### src/design/brc_pkg.sv
package brc_pkg;

	localparam int COORD_W   = 11;
	localparam int VALUE_W   = 8;
	localparam int COUNT_W   = 23;
	localparam int SUM_W     = 34;
	localparam int CFG_IDX_W = 8;
	localparam int MAX_DIM_DEF = 2048;
	localparam int QUEUE_DEPTH = 2;
	localparam int STEP_W    = $clog2(COORD_W);

	localparam logic [COUNT_W-1:0] COUNT_MAX = {COUNT_W{1'b1}};
	localparam logic [COORD_W-1:0] COORD_MAX = {COORD_W{1'b1}};

	typedef enum logic [CFG_IDX_W-1:0] {
		REG_TOP    = 8'd0,
		REG_BOTTOM = 8'd1,
		REG_LEFT   = 8'd2,
		REG_RIGHT  = 8'd3
	} cfg_reg_t;

	typedef enum logic [1:0] {
		ST_IDLE,
		ST_DIV,
		ST_OUT
	} back_state_t;

	// one finished frame, waiting to be divided out
	typedef struct packed {
		logic [SUM_W-1:0]   row_sum;
		logic [SUM_W-1:0]   col_sum;
		logic [COUNT_W-1:0] count;
		logic [COORD_W-1:0] mid_row;
		logic [COORD_W-1:0] mid_col;
	} job_t;

endpackage

### src/design/brc_front.sv
module brc_front #(
	parameter int MAX_DIM = brc_pkg::MAX_DIM_DEF
) (
	input  logic                            clk,
	input  logic                            arst_n,
	input  logic                            cfg_valid,
	input  logic [brc_pkg::CFG_IDX_W-1:0]   cfg_index,
	input  logic [brc_pkg::COORD_W-1:0]     cfg_data,
	input  logic                            pix_valid,
	output logic                            pix_ready,
	input  logic [brc_pkg::COORD_W-1:0]     pixel_row,
	input  logic [brc_pkg::COORD_W-1:0]     pixel_col,
	input  logic [brc_pkg::VALUE_W-1:0]     pixel_value,
	input  logic                            frame_last,
	input  logic                            q_full,
	output logic                            q_push,
	output brc_pkg::job_t                   q_job
);

	logic [brc_pkg::COORD_W-1:0] top_q, bottom_q, left_q, right_q;
	logic [brc_pkg::SUM_W-1:0]   row_sum_q, col_sum_q;
	logic [brc_pkg::COUNT_W-1:0] count_q;

	logic                        accept;
	logic                        row_in, col_in, take;
	logic [brc_pkg::SUM_W-1:0]   row_sum_n, col_sum_n;
	logic [brc_pkg::COUNT_W-1:0] count_n;

	always_ff @(posedge clk or negedge arst_n) begin
		if (!arst_n) begin
			top_q    <= '0;
			bottom_q <= brc_pkg::COORD_MAX;
			left_q   <= '0;
			right_q  <= brc_pkg::COORD_MAX;
		end else if (cfg_valid) begin
			case (brc_pkg::cfg_reg_t'(cfg_index))
				brc_pkg::REG_TOP:    top_q    <= cfg_data;
				brc_pkg::REG_BOTTOM: bottom_q <= cfg_data;
				brc_pkg::REG_LEFT:   left_q   <= cfg_data;
				brc_pkg::REG_RIGHT:  right_q  <= cfg_data;
				default: ;
			endcase
		end
	end

	assign pix_ready = !q_full;
	assign accept    = pix_valid && pix_ready;

	// keep lo+1 <= pos < hi-1, one-pixel border trimmed
	assign row_in = (pixel_row > top_q)
		&& ({1'b0, pixel_row} + 12'd1 < {1'b0, bottom_q})
		&& (32'(pixel_row) < MAX_DIM);
	assign col_in = (pixel_col > left_q)
		&& ({1'b0, pixel_col} + 12'd1 < {1'b0, right_q})
		&& (32'(pixel_col) < MAX_DIM);
	assign take = (pixel_value == '0) && (count_q != brc_pkg::COUNT_MAX) && row_in && col_in;

	always_comb begin
		row_sum_n = row_sum_q;
		col_sum_n = col_sum_q;
		count_n   = count_q;
		if (take) begin
			row_sum_n = row_sum_q + brc_pkg::SUM_W'(pixel_row);
			col_sum_n = col_sum_q + brc_pkg::SUM_W'(pixel_col);
			count_n   = count_q + 1'b1;
		end
	end

	always_ff @(posedge clk or negedge arst_n) begin
		if (!arst_n) begin
			row_sum_q <= '0;
			col_sum_q <= '0;
			count_q   <= '0;
		end else if (accept) begin
			if (frame_last) begin
				row_sum_q <= '0;
				col_sum_q <= '0;
				count_q   <= '0;
			end else begin
				row_sum_q <= row_sum_n;
				col_sum_q <= col_sum_n;
				count_q   <= count_n;
			end
		end
	end

	assign q_push          = accept && frame_last;
	assign q_job.row_sum   = row_sum_n;
	assign q_job.col_sum   = col_sum_n;
	assign q_job.count     = count_n;
	assign q_job.mid_row   = brc_pkg::COORD_W'(({1'b0, bottom_q} + {1'b0, top_q}) >> 1);
	assign q_job.mid_col   = brc_pkg::COORD_W'(({1'b0, left_q} + {1'b0, right_q}) >> 1);

endmodule

### src/design/brc_queue.sv
module brc_queue (
	input  logic          clk,
	input  logic          arst_n,
	input  logic          push,
	input  brc_pkg::job_t push_job,
	output logic          full,
	input  logic          pop,
	output brc_pkg::job_t pop_job,
	output logic          empty
);

	localparam int PTR_W = $clog2(brc_pkg::QUEUE_DEPTH);

	brc_pkg::job_t   slot_q [brc_pkg::QUEUE_DEPTH];
	logic [PTR_W-1:0] wr_ptr_q, rd_ptr_q;
	logic [PTR_W:0]   fill_q;

	assign full    = (fill_q == (PTR_W+1)'(brc_pkg::QUEUE_DEPTH));
	assign empty   = (fill_q == '0);
	assign pop_job = slot_q[rd_ptr_q];

	always_ff @(posedge clk) begin
		if (push && !full)
			slot_q[wr_ptr_q] <= push_job;
	end

	always_ff @(posedge clk or negedge arst_n) begin
		if (!arst_n) begin
			wr_ptr_q <= '0;
			rd_ptr_q <= '0;
			fill_q   <= '0;
		end else begin
			if (push && !full)
				wr_ptr_q <= (wr_ptr_q == PTR_W'(brc_pkg::QUEUE_DEPTH - 1)) ? '0 : wr_ptr_q + 1'b1;
			if (pop && !empty)
				rd_ptr_q <= (rd_ptr_q == PTR_W'(brc_pkg::QUEUE_DEPTH - 1)) ? '0 : rd_ptr_q + 1'b1;
			fill_q <= fill_q + (PTR_W+1)'(push && !full) - (PTR_W+1)'(pop && !empty);
		end
	end

endmodule

### src/design/brc_back.sv
module brc_back (
	input  logic                          clk,
	input  logic                          arst_n,
	input  logic                          q_empty,
	input  brc_pkg::job_t                 q_job,
	output logic                          q_pop,
	output logic                          res_valid,
	input  logic                          res_ready,
	output logic [brc_pkg::COORD_W-1:0]   centroid_row,
	output logic [brc_pkg::COORD_W-1:0]   centroid_col,
	output logic [brc_pkg::COUNT_W-1:0]   black_count,
	output logic                          region_empty
);

	brc_pkg::back_state_t state_q, state_n;

	logic [brc_pkg::SUM_W-1:0]   rem_row_q, rem_col_q;
	logic [brc_pkg::COUNT_W-1:0] divisor_q;
	logic [brc_pkg::STEP_W-1:0]  step_q;
	logic [brc_pkg::COORD_W-1:0] quo_row_q, quo_col_q;
	logic                        empty_q;

	logic [brc_pkg::SUM_W-1:0]   div_shift;
	logic                        row_fit, col_fit;
	logic                        load;

	// restoring division; quotient never exceeds a coordinate, so COORD_W steps
	assign div_shift = brc_pkg::SUM_W'(divisor_q) << step_q;
	assign row_fit   = rem_row_q >= div_shift;
	assign col_fit   = rem_col_q >= div_shift;

	always_ff @(posedge clk or negedge arst_n) begin
		if (!arst_n)
			state_q <= brc_pkg::ST_IDLE;
		else
			state_q <= state_n;
	end

	always_comb begin
		state_n   = state_q;
		q_pop     = 1'b0;
		load      = 1'b0;
		res_valid = 1'b0;
		case (state_q)
			brc_pkg::ST_IDLE: begin
				if (!q_empty) begin
					q_pop   = 1'b1;
					load    = 1'b1;
					state_n = (q_job.count == '0) ? brc_pkg::ST_OUT : brc_pkg::ST_DIV;
				end
			end
			brc_pkg::ST_DIV: begin
				if (step_q == '0)
					state_n = brc_pkg::ST_OUT;
			end
			brc_pkg::ST_OUT: begin
				res_valid = 1'b1;
				if (res_ready)
					state_n = brc_pkg::ST_IDLE;
			end
			default: state_n = brc_pkg::ST_IDLE;
		endcase
	end

	always_ff @(posedge clk) begin
		if (load) begin
			rem_row_q <= q_job.row_sum;
			rem_col_q <= q_job.col_sum;
			divisor_q <= q_job.count;
			step_q    <= brc_pkg::STEP_W'(brc_pkg::COORD_W - 1);
			quo_row_q <= q_job.mid_row;
			quo_col_q <= q_job.mid_col;
			empty_q   <= (q_job.count == '0);
		end else if (state_q == brc_pkg::ST_DIV) begin
			if (row_fit)
				rem_row_q <= rem_row_q - div_shift;
			if (col_fit)
				rem_col_q <= rem_col_q - div_shift;
			quo_row_q <= {quo_row_q[brc_pkg::COORD_W-2:0], row_fit};
			quo_col_q <= {quo_col_q[brc_pkg::COORD_W-2:0], col_fit};
			step_q    <= step_q - 1'b1;
		end
	end

	assign centroid_row = quo_row_q;
	assign centroid_col = quo_col_q;
	assign black_count  = divisor_q;
	assign region_empty = empty_q;

endmodule

### src/design/binary_region_centroid.sv
// Pixels: one accepted per cycle; pix_ready drops only while the frame queue is full.
// After the frame's last pixel, its job is queued, popped by the idle back end, run
// through the 11-step shared restoring divider and offered; an empty region skips it.
// Back end: one frame at a time, popped only when idle, so a new frame waits until the
// last result is taken; a 2-entry queue holds finished frames meanwhile.
// Reset: rectangle set to the full 2048x2048 frame, sums and count cleared, queue empty.
module binary_region_centroid #(
	parameter int MAX_DIM = brc_pkg::MAX_DIM_DEF
) (
	input  logic                          clk,
	input  logic                          arst_n,
	input  logic                          cfg_valid,
	output logic                          cfg_ready,
	input  logic [brc_pkg::CFG_IDX_W-1:0] cfg_index,
	input  logic [brc_pkg::COORD_W-1:0]   cfg_data,
	input  logic                          pix_valid,
	output logic                          pix_ready,
	input  logic [brc_pkg::COORD_W-1:0]   pixel_row,
	input  logic [brc_pkg::COORD_W-1:0]   pixel_col,
	input  logic [brc_pkg::VALUE_W-1:0]   pixel_value,
	input  logic                          frame_last,
	output logic                          res_valid,
	input  logic                          res_ready,
	output logic [brc_pkg::COORD_W-1:0]   centroid_row,
	output logic [brc_pkg::COORD_W-1:0]   centroid_col,
	output logic [brc_pkg::COUNT_W-1:0]   black_count,
	output logic                          region_empty
);

	logic          q_push, q_full, q_pop, q_empty;
	brc_pkg::job_t push_job, pop_job;

	assign cfg_ready = 1'b1;

	brc_front #(
		.MAX_DIM(MAX_DIM)
	) u_front (
		.clk         (clk),
		.arst_n      (arst_n),
		.cfg_valid   (cfg_valid),
		.cfg_index   (cfg_index),
		.cfg_data    (cfg_data),
		.pix_valid   (pix_valid),
		.pix_ready   (pix_ready),
		.pixel_row   (pixel_row),
		.pixel_col   (pixel_col),
		.pixel_value (pixel_value),
		.frame_last  (frame_last),
		.q_full      (q_full),
		.q_push      (q_push),
		.q_job       (push_job)
	);

	brc_queue u_queue (
		.clk      (clk),
		.arst_n   (arst_n),
		.push     (q_push),
		.push_job (push_job),
		.full     (q_full),
		.pop      (q_pop),
		.pop_job  (pop_job),
		.empty    (q_empty)
	);

	brc_back u_back (
		.clk          (clk),
		.arst_n       (arst_n),
		.q_empty      (q_empty),
		.q_job        (pop_job),
		.q_pop        (q_pop),
		.res_valid    (res_valid),
		.res_ready    (res_ready),
		.centroid_row (centroid_row),
		.centroid_col (centroid_col),
		.black_count  (black_count),
		.region_empty (region_empty)
	);

endmodule
### config.mk
export PLATFORM = sky130hd
export DESIGN_NAME = binary_region_centroid
export DESIGN_NICKNAME = d
export VERILOG_FILES = /design/src/design/brc_pkg.sv /design/src/design/brc_front.sv /design/src/design/brc_queue.sv /design/src/design/brc_back.sv /design/src/design/binary_region_centroid.sv
export SDC_FILE = /design/constraint.sdc
export NUM_CORES = 1
export LEC_CHECK = 0
export ABC_CLOCK_PERIOD_IN_PS = 14710
export BUFFER_PORTS_ARGS = -buffer_cell sky130_fd_sc_hd__buf_2
export CAP_MARGIN = 20
export CELL_PAD_IN_SITES_DETAIL_PLACEMENT = 1
export CELL_PAD_IN_SITES_GLOBAL_PLACEMENT = 1
export CORE_MARGIN = 4
export CORE_UTILIZATION = 40
export CTS_CLUSTER_SIZE = 20
export DETAILED_ROUTE_END_ITERATION = 10
export PLACE_DENSITY = 0.78
export REMOVE_ABC_BUFFERS = 1
export SYNTH_ARGS = -nofsm -noshare
export SYNTH_HDL_FRONTEND = slang
export SYNTH_HIERARCHICAL = 1
export SYNTH_SLANG_ARGS = --single-unit
### constraint.sdc
create_clock -name clk -period 14.71 [get_ports clk]
set_input_delay 1.471 -clock clk [delete_from_list [all_inputs] [get_ports clk]]
set_output_delay 1.471 -clock clk [all_outputs]
set_load 0.02 [all_outputs]
==> metrics, run 1 <==
num ports 104; total track usage 0.233; final worst slack 9530 ps; drt wl/cell 24.2 µm; Adder-Cell Fraction of Synth Area 0.0714; largest cells by area after synthesis edfxtp_1 35%, dfrtp_1 10%, ha_1 6.7%, nand2_1 4.4%, mux2_2 3.7%; DP Area 0.0307 mm²; CP bufs+invs 1; Post-CTS Setup Repair Bufs 0; hold crit path type reg2reg; maxcap violations 0; Clock Tree Buf Depth 3; top-count cell post-synth nand2_1; dpl hpwl 67.4 mm; EDFF count, synth 340; core footprint 0.0728 mm²; Inserted Diodes 0; multiplexer share of the synthesized area 0.0833; Post-Layout Cell Count 3836; critical path class in2reg; total die area 0.0779 mm²; maximum VDD drop 0.145 mV; Worst EP required 15050 ps; dominant cell type by area after synthesis edfxtp_1; TritonCTS clock tree yes; starting density of the core 0.403; ys async rst share 0.291; Avg Cell Area, Syn 10.5 µm²; Setup WS pre-CTS 9020 ps; top cells by count, synth 344 x nand2_1, 340 x edfxtp_1, 172 x nor2_1; GRT overflow 0; Worst Path Max Fanout 12; vias 22973; gpl congestion 0.989; first-pass GRT wire length 144 mm; CTS resizes 0; top-area cell type share of the netlist area 0.347; antenna-violating nets left 0; H-tree Lvls 2; I/O Buffers 102; Final Hold Viols 0; pwr/cell area 251 mW/mm²; fraction of layout cells with a size suffix above 1 0.157; unrepaired setup endpoints after global routing no; Compound-Gate Fraction of Synth Area 0.137; Slowest Stage Delay on Critical Path 790 ps; CTS Buf Count 54; Yosys reg bits 485; final setup TNS 0 ps; Worst Tran Pin Value 1160 ps; Top FF cell, synth edfxtp_1; cts hold-fix bufs 0; crit path cell chain buf_2, ha_1, nand2_1, nor2_1, nand3_1, xnor2_1, ha_1, nor4_1, o2111ai_1, or4_4, a2111oi_4, nand3_2, nor2_1, nand3_1, xnor2_1; min Tclk post-route 5180 ps; Post-Syn Instances 2788; largest family of logic cells by synthesized area simple AND/OR/NAND/NOR gates; crit-path leading delay family simple AND/OR/NAND/NOR gates; largest net degree at the start of global routing 80; # rows 99; Net count, final 3050; Final Cell Area 0.0325 mm²; # setup viols final 0; Slowest-stage cell, CP nor2_1; Worst setup EP type flop; clk slew on worst S/H paths 60 ps; Die Height 279 µm; Synth Area in XOR/XNOR 0.0504; register area share after synthesis 0.471; post-synth cell types 101; Slew Viols, Final 0; clk_skew 26.5 ps; Simple-Gate Fraction of Synth Area 0.151; Peak Freq 0.193 GHz; routed vias/inst 5.99; first-pass detailed-route iteration total 5; arrival time of the worst setup path 5520 ps; Slew HR 0.224; die width 279 µm; CTS Root Cell clkbuf_16; Iter 0 DRT Violations 1792; number of global-route vias before repair 24068; fin crit share 0.352; Yosys warning total 6; CP Launch Type primary input; initial antenna violation count 3; Sink Count 485; Leak 0.0129 µW; # placed instances 3733; status finished clean; Final Util 0.446; clk_lat worst skew 620 ps; P&R area growth vs syn 10.6%; routed wire length 92.8 mm; drt drc 0; mapped cell area 0.0294 mm²
[metal layers]
layer  routed length [µm]  GRT usage
met2                43700      0.386
met4                 3990     0.0915
met3                 5500     0.0330
met1                39600      0.312
met5                   16          0
[cell families after synthesis]
group           after synthesis
buf+inv                     239
mux                         195
xor+xnor                    169
compound gates              622
flops                       485
simple gates                913
fa+ha+maj                   164
other cells                   1
[final cells by class]
cell class	instances	area, µm²
flip-flops and latches	485	13800
multi-input cells	2064	14500
clock inverters	28	308
inverters	99	373
well taps	959	1200
fillers	8017	40300
repair buffers	127	724
clock buffers	74	1490
[flip-flops by register name, indices dropped and copies added (netlist names)]
register,count
u_queue/slot_q,226
u_queue/rd_ptr_q,1
u_back/centroid_col,11
u_back/region_empty,1
u_front/count_q,23
u_front/top_q,11
u_queue/fill_q,2
u_back/centroid_row,11
u_back/rem_row_q,34
u_front/col_sum_q,34
u_front/left_q,11
u_front/bottom_q,11
u_front/right_q,11
u_back/state_q,2
u_front/row_sum_q,34
u_back/rem_col_q,34
u_back/black_count,23
u_queue/wr_ptr_q,1
u_back/step_q,4
[stage by stage]
step | power (µW) | hold slack [ps]
after floorplan | 5370 | 458
after global placement | 6490 | 483
after detailed placement | 6670 | 498
after CTS | 8110 | 506
after global routing | 8660 | 534
final | 8150 | 508
[power breakdown]
part	internal, µW	switching, µW	leakage, µW
logic	1660	2880	0.00712
registers	2030	205	0.00494
clock network	802	584	0.000864
total	4480	3670	0.0129
[path summary, 6_finish.rpt]
path / from / endpoint / slack (ps) / depth (start not counted)
worst max register to register: u_back/step_q[2] / u_back/rem_col_q[2] / 9630 / 14
worst max-delay path: pixel_col[0] / u_queue/slot_q[0][106] / 9530 / 15
worst min register to register: u_queue/fill_q[1] / u_queue/fill_q[1] / 510 / 1
max in group asynchronous: arst_n / u_front/top_q[4] / 12290 / 2
worst min-delay path: u_queue/fill_q[1] / u_queue/fill_q[1] / 510 / 1
min in group asynchronous: arst_n / u_queue/wr_ptr_q / 930 / 1
[worst register-to-register path: stages (launching register included)]
cell,delay (ps)
dfxtp_1,920
inv_2,370
nand2_1,180
o21ai_0,150
o21ai_0,670
ha_1,390
and4_1,330
and3_1,240
nand3_1,240
nor4_1,350
nor3_1,110
nand2b_1,130
nand2_1,70
nor2_2,100
buf_4,440
[cell usage in the layout (no fill, tap or decap), types with 11 or more instances in the layout]
master / synthesis / final
edfxtp_1: 340 / 340
mux2_4: 60 / 60
buf_2: 19 / 101
o41ai_1: 16 / 16
or3_1: 12 / 11
and3_1: 39 / 38
o21ai_0: 170 / 170
nand3_1: 86 / 85
a211oi_1: 13 / 13
o31ai_1: 29 / 29
buf_4: 5 / 24
clkbuf_16: 0 / 56
and2_1: 14 / 14
a21oi_1: 137 / 137
xor2_1: 72 / 72
inv_1: 95 / 94
o21a_1: 11 / 11
nand2b_1: 23 / 23
dfrtp_1: 119 / 118
or4_1: 14 / 14
nor2b_1: 31 / 31
xnor2_1: 97 / 97
and4_1: 11 / 11
nor3_1: 45 / 45
nand2_1: 344 / 343
nand4_1: 35 / 35
clkbuf_1: 93 / 16
mux2i_1: 32 / 32
mux2_2: 97 / 97
o21ai_1: 12 / 12
a31oi_1: 29 / 29
dfstp_2: 22 / 22
a21o_1: 66 / 66
nor4_1: 33 / 33
o211ai_1: 19 / 19
ha_1: 158 / 158
nor2_1: 172 / 169
(Power assumes the default switching activity.)
==> run 2: changes to the inputs <==
Settings changed: ABC_AREA set to 1, ABC_CLOCK_PERIOD_IN_PS 14710 to 4950, PLACE_DENSITY 0.78 to 0.82.
Clock period 14.71 ns to 4.95 ns, I/O delays scaled along.
==> run 2 against run 1 <==
Clock power grew to 3.0 times the previous value. Setup slack worse by 8800 ps. Flip-flop and latch count stayed put. Worst hold slack worse by 340 ps. Synthesized cell count is 47% higher. Sequential share of layout area is 2.6 points lower. Register-to-register slack worse by 8900 ps. Area after synthesis is 5.9% higher. Final cell count is 38% higher. Critical path depth is 5 higher. Final area is 6.6% higher. Die area is 5.7% higher.
==> metrics, run 2 <==
top-count cell post-synth nand2_1 (unchanged); unrepaired setup endpoints after global routing no (unchanged); post-synth cell types 55 (was 101); mapped cell area 0.0311 mm² (was 0.0294 mm²); CP bufs+invs 5 (was 1); clk slew on worst S/H paths 60 ps (about the same); dominant cell type by area after synthesis edfxtp_1 (unchanged); Post-CTS Setup Repair Bufs 0 (unchanged); RR Startpoint u_back/step_q[0] (was u_back/step_q[2]); R2R depth 20 (was 14); ys async rst share 0.291 (unchanged); most frequent cells in the layout 1647 x nand2_1, 456 x inv_1, 340 x edfxtp_1, 319 x nand3_1, 247 x nor2_1 (was 343 x nand2_1, 340 x edfxtp_1, 170 x o21ai_0, 169 x nor2_1, 158 x ha_1); pwr/cell area 729 mW/mm² (was 251 mW/mm²); Slew HR 0.329 (was 0.224); arrival time of the worst setup path 4570 ps (was 5520 ps); total track usage 0.248 (was 0.233); commonest non-fill, non-tap cell in the layout nand2_1 (unchanged); # rows 102 (was 99); Die Height 287 µm (was 279 µm); Clock Tree Buf Depth 3 (unchanged); Peak Freq 0.235 GHz; Slowest Stage Delay on Critical Path 570 ps (was 790 ps); largest net degree at the start of global routing 100 (was 80); worst hold margin 163 ps (was 508 ps); initial antenna violation count 0 (was 3); CTS Root Cell clkbuf_16 (unchanged); Yosys warning total 6 (unchanged); Avg Cell Area, Syn 7.57 µm² (was 10.5 µm²); Top FF cell, synth edfxtp_1 (unchanged); CP Launch Type flop (was primary input); maxcap violations 0 (unchanged); # placed instances 5183 (was 3733); largest cells by area after synthesis edfxtp_1 33%, nand2_1 20%, dfrtp_1 9.6%, ha_1 6.4%, inv_1 5.5% (was edfxtp_1 35%, dfrtp_1 10%, ha_1 6.7%, nand2_1 4.4%, mux2_2 3.7%); Net count, final 4420 (was 3050); maximum VDD drop 0.380 mV (was 0.145 mV); Tot Pwr 25300 µW (was 8150 µW); Leak 0.0162 µW (was 0.0129 µW); GRT overflow 0 (unchanged); status finished clean (unchanged); starting density of the core 0.402 (was 0.403); Final Util 0.448 (was 0.446); Final Hold Viols 0 (unchanged); H-tree Lvls 2 (unchanged); Largest Register u_queue/slot_q (unchanged); fraction of layout cells with a size suffix above 1 0.0716 (was 0.157); hold path startpoint res_ready (was u_queue/fill_q[1]); min Tclk post-route 4250 ps; first-pass GRT wire length 162 mm (was 144 mm); vias 27943 (was 22973); routed vias/inst 5.29 (was 5.99); Hold Path Depth 4 (was 1); clk_skew 36.5 ps (was 26.5 ps); Inserted Diodes 0 (unchanged); Worst Tran Pin Value 1010 ps (was 1160 ps); Hold Path End u_back/state_q[1] (was u_queue/fill_q[1]); fin crit share 0.859; max FFs per register 226 (unchanged); Yosys reg bits 485 (unchanged); Post-Syn Instances 4111 (was 2788); Setup WS pre-CTS 350 ps (was 9020 ps); # setup viols final 0 (unchanged); core footprint 0.0773 mm² (was 0.0728 mm²); Slew Viols, Final 0 (unchanged); dpl hpwl 76.4 mm (was 67.4 mm); crit path cell chain buf_4, nand2_1, nand2_1, inv_1, o21ai_0, nand2_1, o21ai_0, inv_1, nand2_1, o21ai_0, ha_1, nand2_1, nor2_1, nand2_1, nor3_1, nand3_1, nor3b_1, buf_4, a21oi_4, buf_12 (was buf_2, ha_1, nand2_1, nor2_1, nand3_1, xnor2_1, ha_1, nor4_1, o2111ai_1, or4_4, a2111oi_4, nand3_2, nor2_1, nand3_1, xnor2_1); CTS Buf Count 55 (was 54); clk_lat worst skew 630 ps (was 620 ps); gpl congestion 0.951 (was 0.989); EDFF count, synth 340 (unchanged); number of global-route vias before repair 29250 (was 24068); crit-path leading delay family compound AO/OA/AOI/OAI gates (was simple AND/OR/NAND/NOR gates); drt wl/cell 19.5 µm (was 24.2 µm); register area share after synthesis 0.445 (was 0.471); Worst Path Max Fanout 27 (was 12); antenna-violating nets left 0 (unchanged); TritonCTS clock tree yes (unchanged); reg-to-reg endpoint u_back/rem_col_q[21] (was u_back/rem_col_q[2]); cell mode on critical path nand2_1; Iter 0 DRT Violations 2045 (was 1792); routed wire length 103 mm (was 92.8 mm); drt drc 0 (unchanged); Worst setup EP type flop (unchanged); top cells by count, synth 1648 x nand2_1, 458 x inv_1, 340 x edfxtp_1 (was 344 x nand2_1, 340 x edfxtp_1, 172 x nor2_1); num ports 104 (unchanged); setup slack, reg-to-reg 700 ps (was 9630 ps); Sink Count 485 (unchanged); final worst slack 697 ps (was 9530 ps); Slowest-stage cell, CP a21oi_4 (was nor2_1); P&R area growth vs syn 11.3% (was 10.6%); die width 287 µm (was 279 µm); first-pass detailed-route iteration total 6 (was 5); Post-Layout Cell Count 5287 (was 3836); total die area 0.0823 mm² (was 0.0779 mm²); Worst EP required 5270 ps (was 15050 ps); hold crit path type in2reg (was reg2reg); CTS resizes 0 (unchanged); I/O Buffers 102 (unchanged); top-area cell type share of the netlist area 0.328 (was 0.347); critical path class reg2reg (was in2reg)
## run 2: changes by cell type in the layout (fill, tap and decap cells not counted), sizes merged, moves of 40 or more
| cell | before | now |
|---|---|---|
| xnor2 | 97 | 41 |
| inv | 101 | 465 |
| nand2 | 347 | 1658 |
| a21o | 66 | 2 |
| and3 | 42 | 2 |
| nand3 | 89 | 320 |
| and2 | 15 | 85 |
| mux2 | 157 | 0 |
| nor2 | 172 | 258 |
## run 2: cell type report
type / count / area [µm²]
timing repair buffer: 148 / 940
clock buffer: 81 / 1580
multi-input combinational: 3047 / 14900
sequential: 485 / 13800
clock inverter: 22 / 284
tap: 1040 / 1300
fill: 9700 / 42700
inverter: 464 / 1750
## run 2: worst min-delay path: stages
cell,delay [ps]
buf_2,70
inv_1,30
nand2_1,90
nand2_1,60
## run 2: power by group
| group | internal, µW | switching [µW] | total, µW |
|---|---|---|---|
| Sequential | 5910 | 419 | 6330 |
| Clock | 2480 | 1750 | 4220 |
| Combinational | 4340 | 10400 | 14700 |
| Total | 12700 | 12500 | 25300 |
## run 2: logic make-up (layout without fill, tap and decap cells)
logic type      after synthesis  count (layout)  share of synthesized area
other cells                   1               1                   0.000121
fa+ha+maj                   164             164                     0.0674
mux                          12              12                    0.00386
xor+xnor                     82              82                     0.0231
compound gates              345             345                     0.0587
flops                       485             485                      0.445
simple gates               2443            2443                      0.325
buf+inv                     579             715                     0.0764
## run 2: per-stage QoR
stage	cell area (µm²)	TNS, ps
finish	34600	0
global route	34600	0
CTS	34600	0
detailed placement	32800	0
global placement	32800	0
floorplan	30500	-1056930
## run 2: layer usage
metal  track usage  wire, µm  vias up
met1         0.337     46500    13667
li1              -         -    13434
met2         0.418     48200      682
met3        0.0284      5350      160
met4        0.0718      2980        0
met5             0         0        -
## run 2: how the worst max path moves through the flow
stage,endpoint,slack (ps),cells after the start,from
after CTS,u_back/rem_col_q[12],720,18,u_back/step_q[0]
after floorplan,u_back/rem_col_q[0],-5580,7,u_back/state_q[1]
final,u_back/rem_col_q[21],700,20,u_back/step_q[0]
after detailed placement,u_queue/slot_q[1][87],350,17,pixel_row[0]
after global routing,u_back/rem_col_q[12],360,18,u_back/step_q[0]
after global placement,u_queue/slot_q[0][38],620,17,pixel_row[0]
## run 2: what timing repair did
action,in CTS,in global routing
hold buffers,1,0
hold endpoints to repair,46,0
endpoints found under the setup margin,0,0
==> run 3: changes to the inputs <==
Settings changed: BUFFER_PORTS_ARGS -buffer_cell sky130_fd_sc_hd__buf_2 to unset, DONT_BUFFER_PORTS set to 1, PLACE_DENSITY 0.82 to 0.81.
==> run 3 against run 2 <==
Sequential share of layout area increased by 0.79 points. Die area stayed put. Utilization decreased by 0.86 points. Combinational power decreased by 5%. Global-route usage is 0.18 points lower. Setup slack better by 53 ps. Final cell count is 2.0% lower. Wire length fell by 0.37%. Non-clock buffer count fell by 109. Critical path type unchanged. Largest power group unchanged.
==> metrics, run 3 (synthesis gave the netlist of run 2 again) <==
# setup viols final 0 (unchanged); min Tclk post-route 4200 ps (was 4250 ps); setup slack, reg-to-reg 750 ps (was 700 ps); routed vias/inst 5.32 (was 5.29); Setup WS pre-CTS 730 ps (was 350 ps); Inserted Diodes 0 (unchanged); maxcap violations 0 (unchanged); num ports 104 (unchanged); first-pass GRT wire length 160 mm (was 162 mm); Slowest Stage Delay on Critical Path 500 ps (was 570 ps); Clock Tree Buf Depth 3 (unchanged); Worst EP required 5210 ps (was 5270 ps); Peak Freq 0.238 GHz (was 0.235 GHz); DP Area 0.0321 mm² (was 0.0328 mm²); Final Hold Viols 0 (unchanged); Largest Register u_queue/slot_q (unchanged); TritonCTS clock tree yes (unchanged); Worst Path Max Fanout 34 (was 27); starting density of the core 0.402 (unchanged); Slew Viols, Final 0 (unchanged); fraction of layout cells with a size suffix above 1 0.0471 (was 0.0716); # rows 102 (unchanged); initial antenna violation count 2 (was 0); Sink Count 485 (unchanged); hold crit path type in2reg (unchanged); Leak 0.0157 µW (was 0.0162 µW); Final Util 0.439 (was 0.448); final setup TNS 0 ps (unchanged); clk_skew 39.8 ps (was 36.5 ps); CTS resizes 0 (unchanged); Worst Tran Pin Value 1070 ps (was 1010 ps); vias 27570 (was 27943); I/O Buffers 0 (was 102); arrival time of the worst setup path 4460 ps (was 4570 ps); routed wire length 103 mm (about the same); commonest non-fill, non-tap cell in the layout nand2_1 (unchanged); core footprint 0.0773 mm² (unchanged); fill count 9603 (was 9700); total track usage 0.246 (was 0.248); H-tree Lvls 2 (unchanged); status finished clean (unchanged); gpl congestion 0.967 (was 0.951); critical path class reg2reg (unchanged); Worst setup EP type flop (unchanged); Post-CTS Setup Repair Bufs 0 (unchanged); clk_lat worst skew 640 ps (was 630 ps); largest net degree at the start of global routing 142 (was 100); Post-Layout Cell Count 5179 (was 5287); cts hold-fix bufs 2 (was 1); CTS Root Cell clkbuf_16 (unchanged); Slowest-stage cell, CP ha_1 (was a21oi_4); drt wl/cell 19.8 µm (was 19.5 µm); first-pass detailed-route iteration total 5 (was 6); die width 287 µm (unchanged); unrepaired setup endpoints after global routing no (unchanged); GRT overflow 0 (unchanged); most frequent cells in the layout 1647 x nand2_1, 456 x inv_1, 340 x edfxtp_1, 319 x nand3_1, 247 x nor2_1 (unchanged); total die area 0.0823 mm² (unchanged); crit path cell chain buf_4, nand2_1, nand2_1, inv_1, o21ai_0, nand2_1, o21ai_0, inv_1, nand2_1, o21ai_0, ha_1, nand2_1, nor2_1, nand2_1, nor2_1, nand2_1, nand3_1, nand2_1, a21oi_4, buf_4 (was buf_4, nand2_1, nand2_1, inv_1, o21ai_0, nand2_1, o21ai_0, inv_1, nand2_1, o21ai_0, ha_1, nand2_1, nor2_1, nand2_1, nor3_1, nand3_1, nor3b_1, buf_4, a21oi_4, buf_12); dpl hpwl 76.9 mm (was 76.4 mm); Final Cell Area 0.0340 mm² (was 0.0346 mm²); area of the multi-input gates 0.0149 mm² (unchanged); P&R area growth vs syn 9.19% (was 11.3%); final worst slack 750 ps (was 697 ps); max FFs per register 226 (unchanged); maximum VDD drop 0.429 mV (was 0.380 mV); antenna-violating nets left 0 (unchanged); # placed instances 5073 (was 5183); clk slew on worst S/H paths 60 ps (about the same); cell mode on critical path nand2_1 (unchanged); number of global-route vias before repair 28212 (was 29250); drt drc 0 (unchanged); CP Launch Type flop (unchanged); pwr/cell area 727 mW/mm² (was 729 mW/mm²); storage element area 0.0138 mm² (unchanged); Slew HR 0.284 (was 0.329); Iter 0 DRT Violations 1952 (was 2045); Net count, final 4311 (was 4420); Die Height 287 µm (unchanged); fin crit share 0.849 (was 0.859); CTS Buf Count 55 (unchanged)
run 3: worst paths after layout:
path | start | end | cells past startpoint
max in group asynchronous | arst_n | u_front/top_q[2] | 2
min in group asynchronous | arst_n | u_back/state_q[0] | 2
worst min register to register | u_queue/wr_ptr_q | u_queue/wr_ptr_q | 2
worst max register to register | u_back/step_q[0] | u_back/rem_row_q[0] | 20
worst max-delay path | u_back/step_q[0] | u_back/rem_row_q[0] | 20
worst min-delay path | res_ready | u_back/state_q[1] | 3
run 3: per-stage QoR:
| stage | hold WS [ps] | power, µW |
|---|---|---|
| final | 57.1 | 24700 |
| after global routing | 59.9 | 26500 |
| after CTS | 20.6 | 24500 |
| after detailed placement | 202 | 20300 |
| after global placement | 203 | 19900 |
| after floorplan | 199 | 15800 |
run 3: layer usage:
layer	vias to the layer above	wire length, µm	global-route usage
met5	-	23	0
met4	4	3500	0.0846
met3	170	5990	0.0396
met2	710	48300	0.412
met1	13456	44800	0.325
li1	13230	-	-
run 3: final cells by class:
cell class	count	share of cell area
multi-input combinational	3047	0.440
clock inverter	36	0.00987
timing repair buffer	39	0.0100
sequential	485	0.408
tap	1040	0.0383
clock buffer	68	0.0428
inverter	464	0.0514
run 3: power breakdown:
| group | internal (µW) | switching [µW] | total, µW |
|---|---|---|---|
| combinational | 4070 | 9910 | 14000 |
| clock | 2270 | 1790 | 4050 |
| sequential | 5920 | 748 | 6670 |
| total | 12300 | 12400 | 24700 |
run 3: critical path, delay by kind of cell, from the launching register on:
family	cells	cell delay, ps
AND/OR/NAND/NOR	11	1230
buffers and inverters	4	860
AO/OA/AOI/OAI	4	830
adder cells (fa/ha/maj)	1	500
flip-flops	1	340
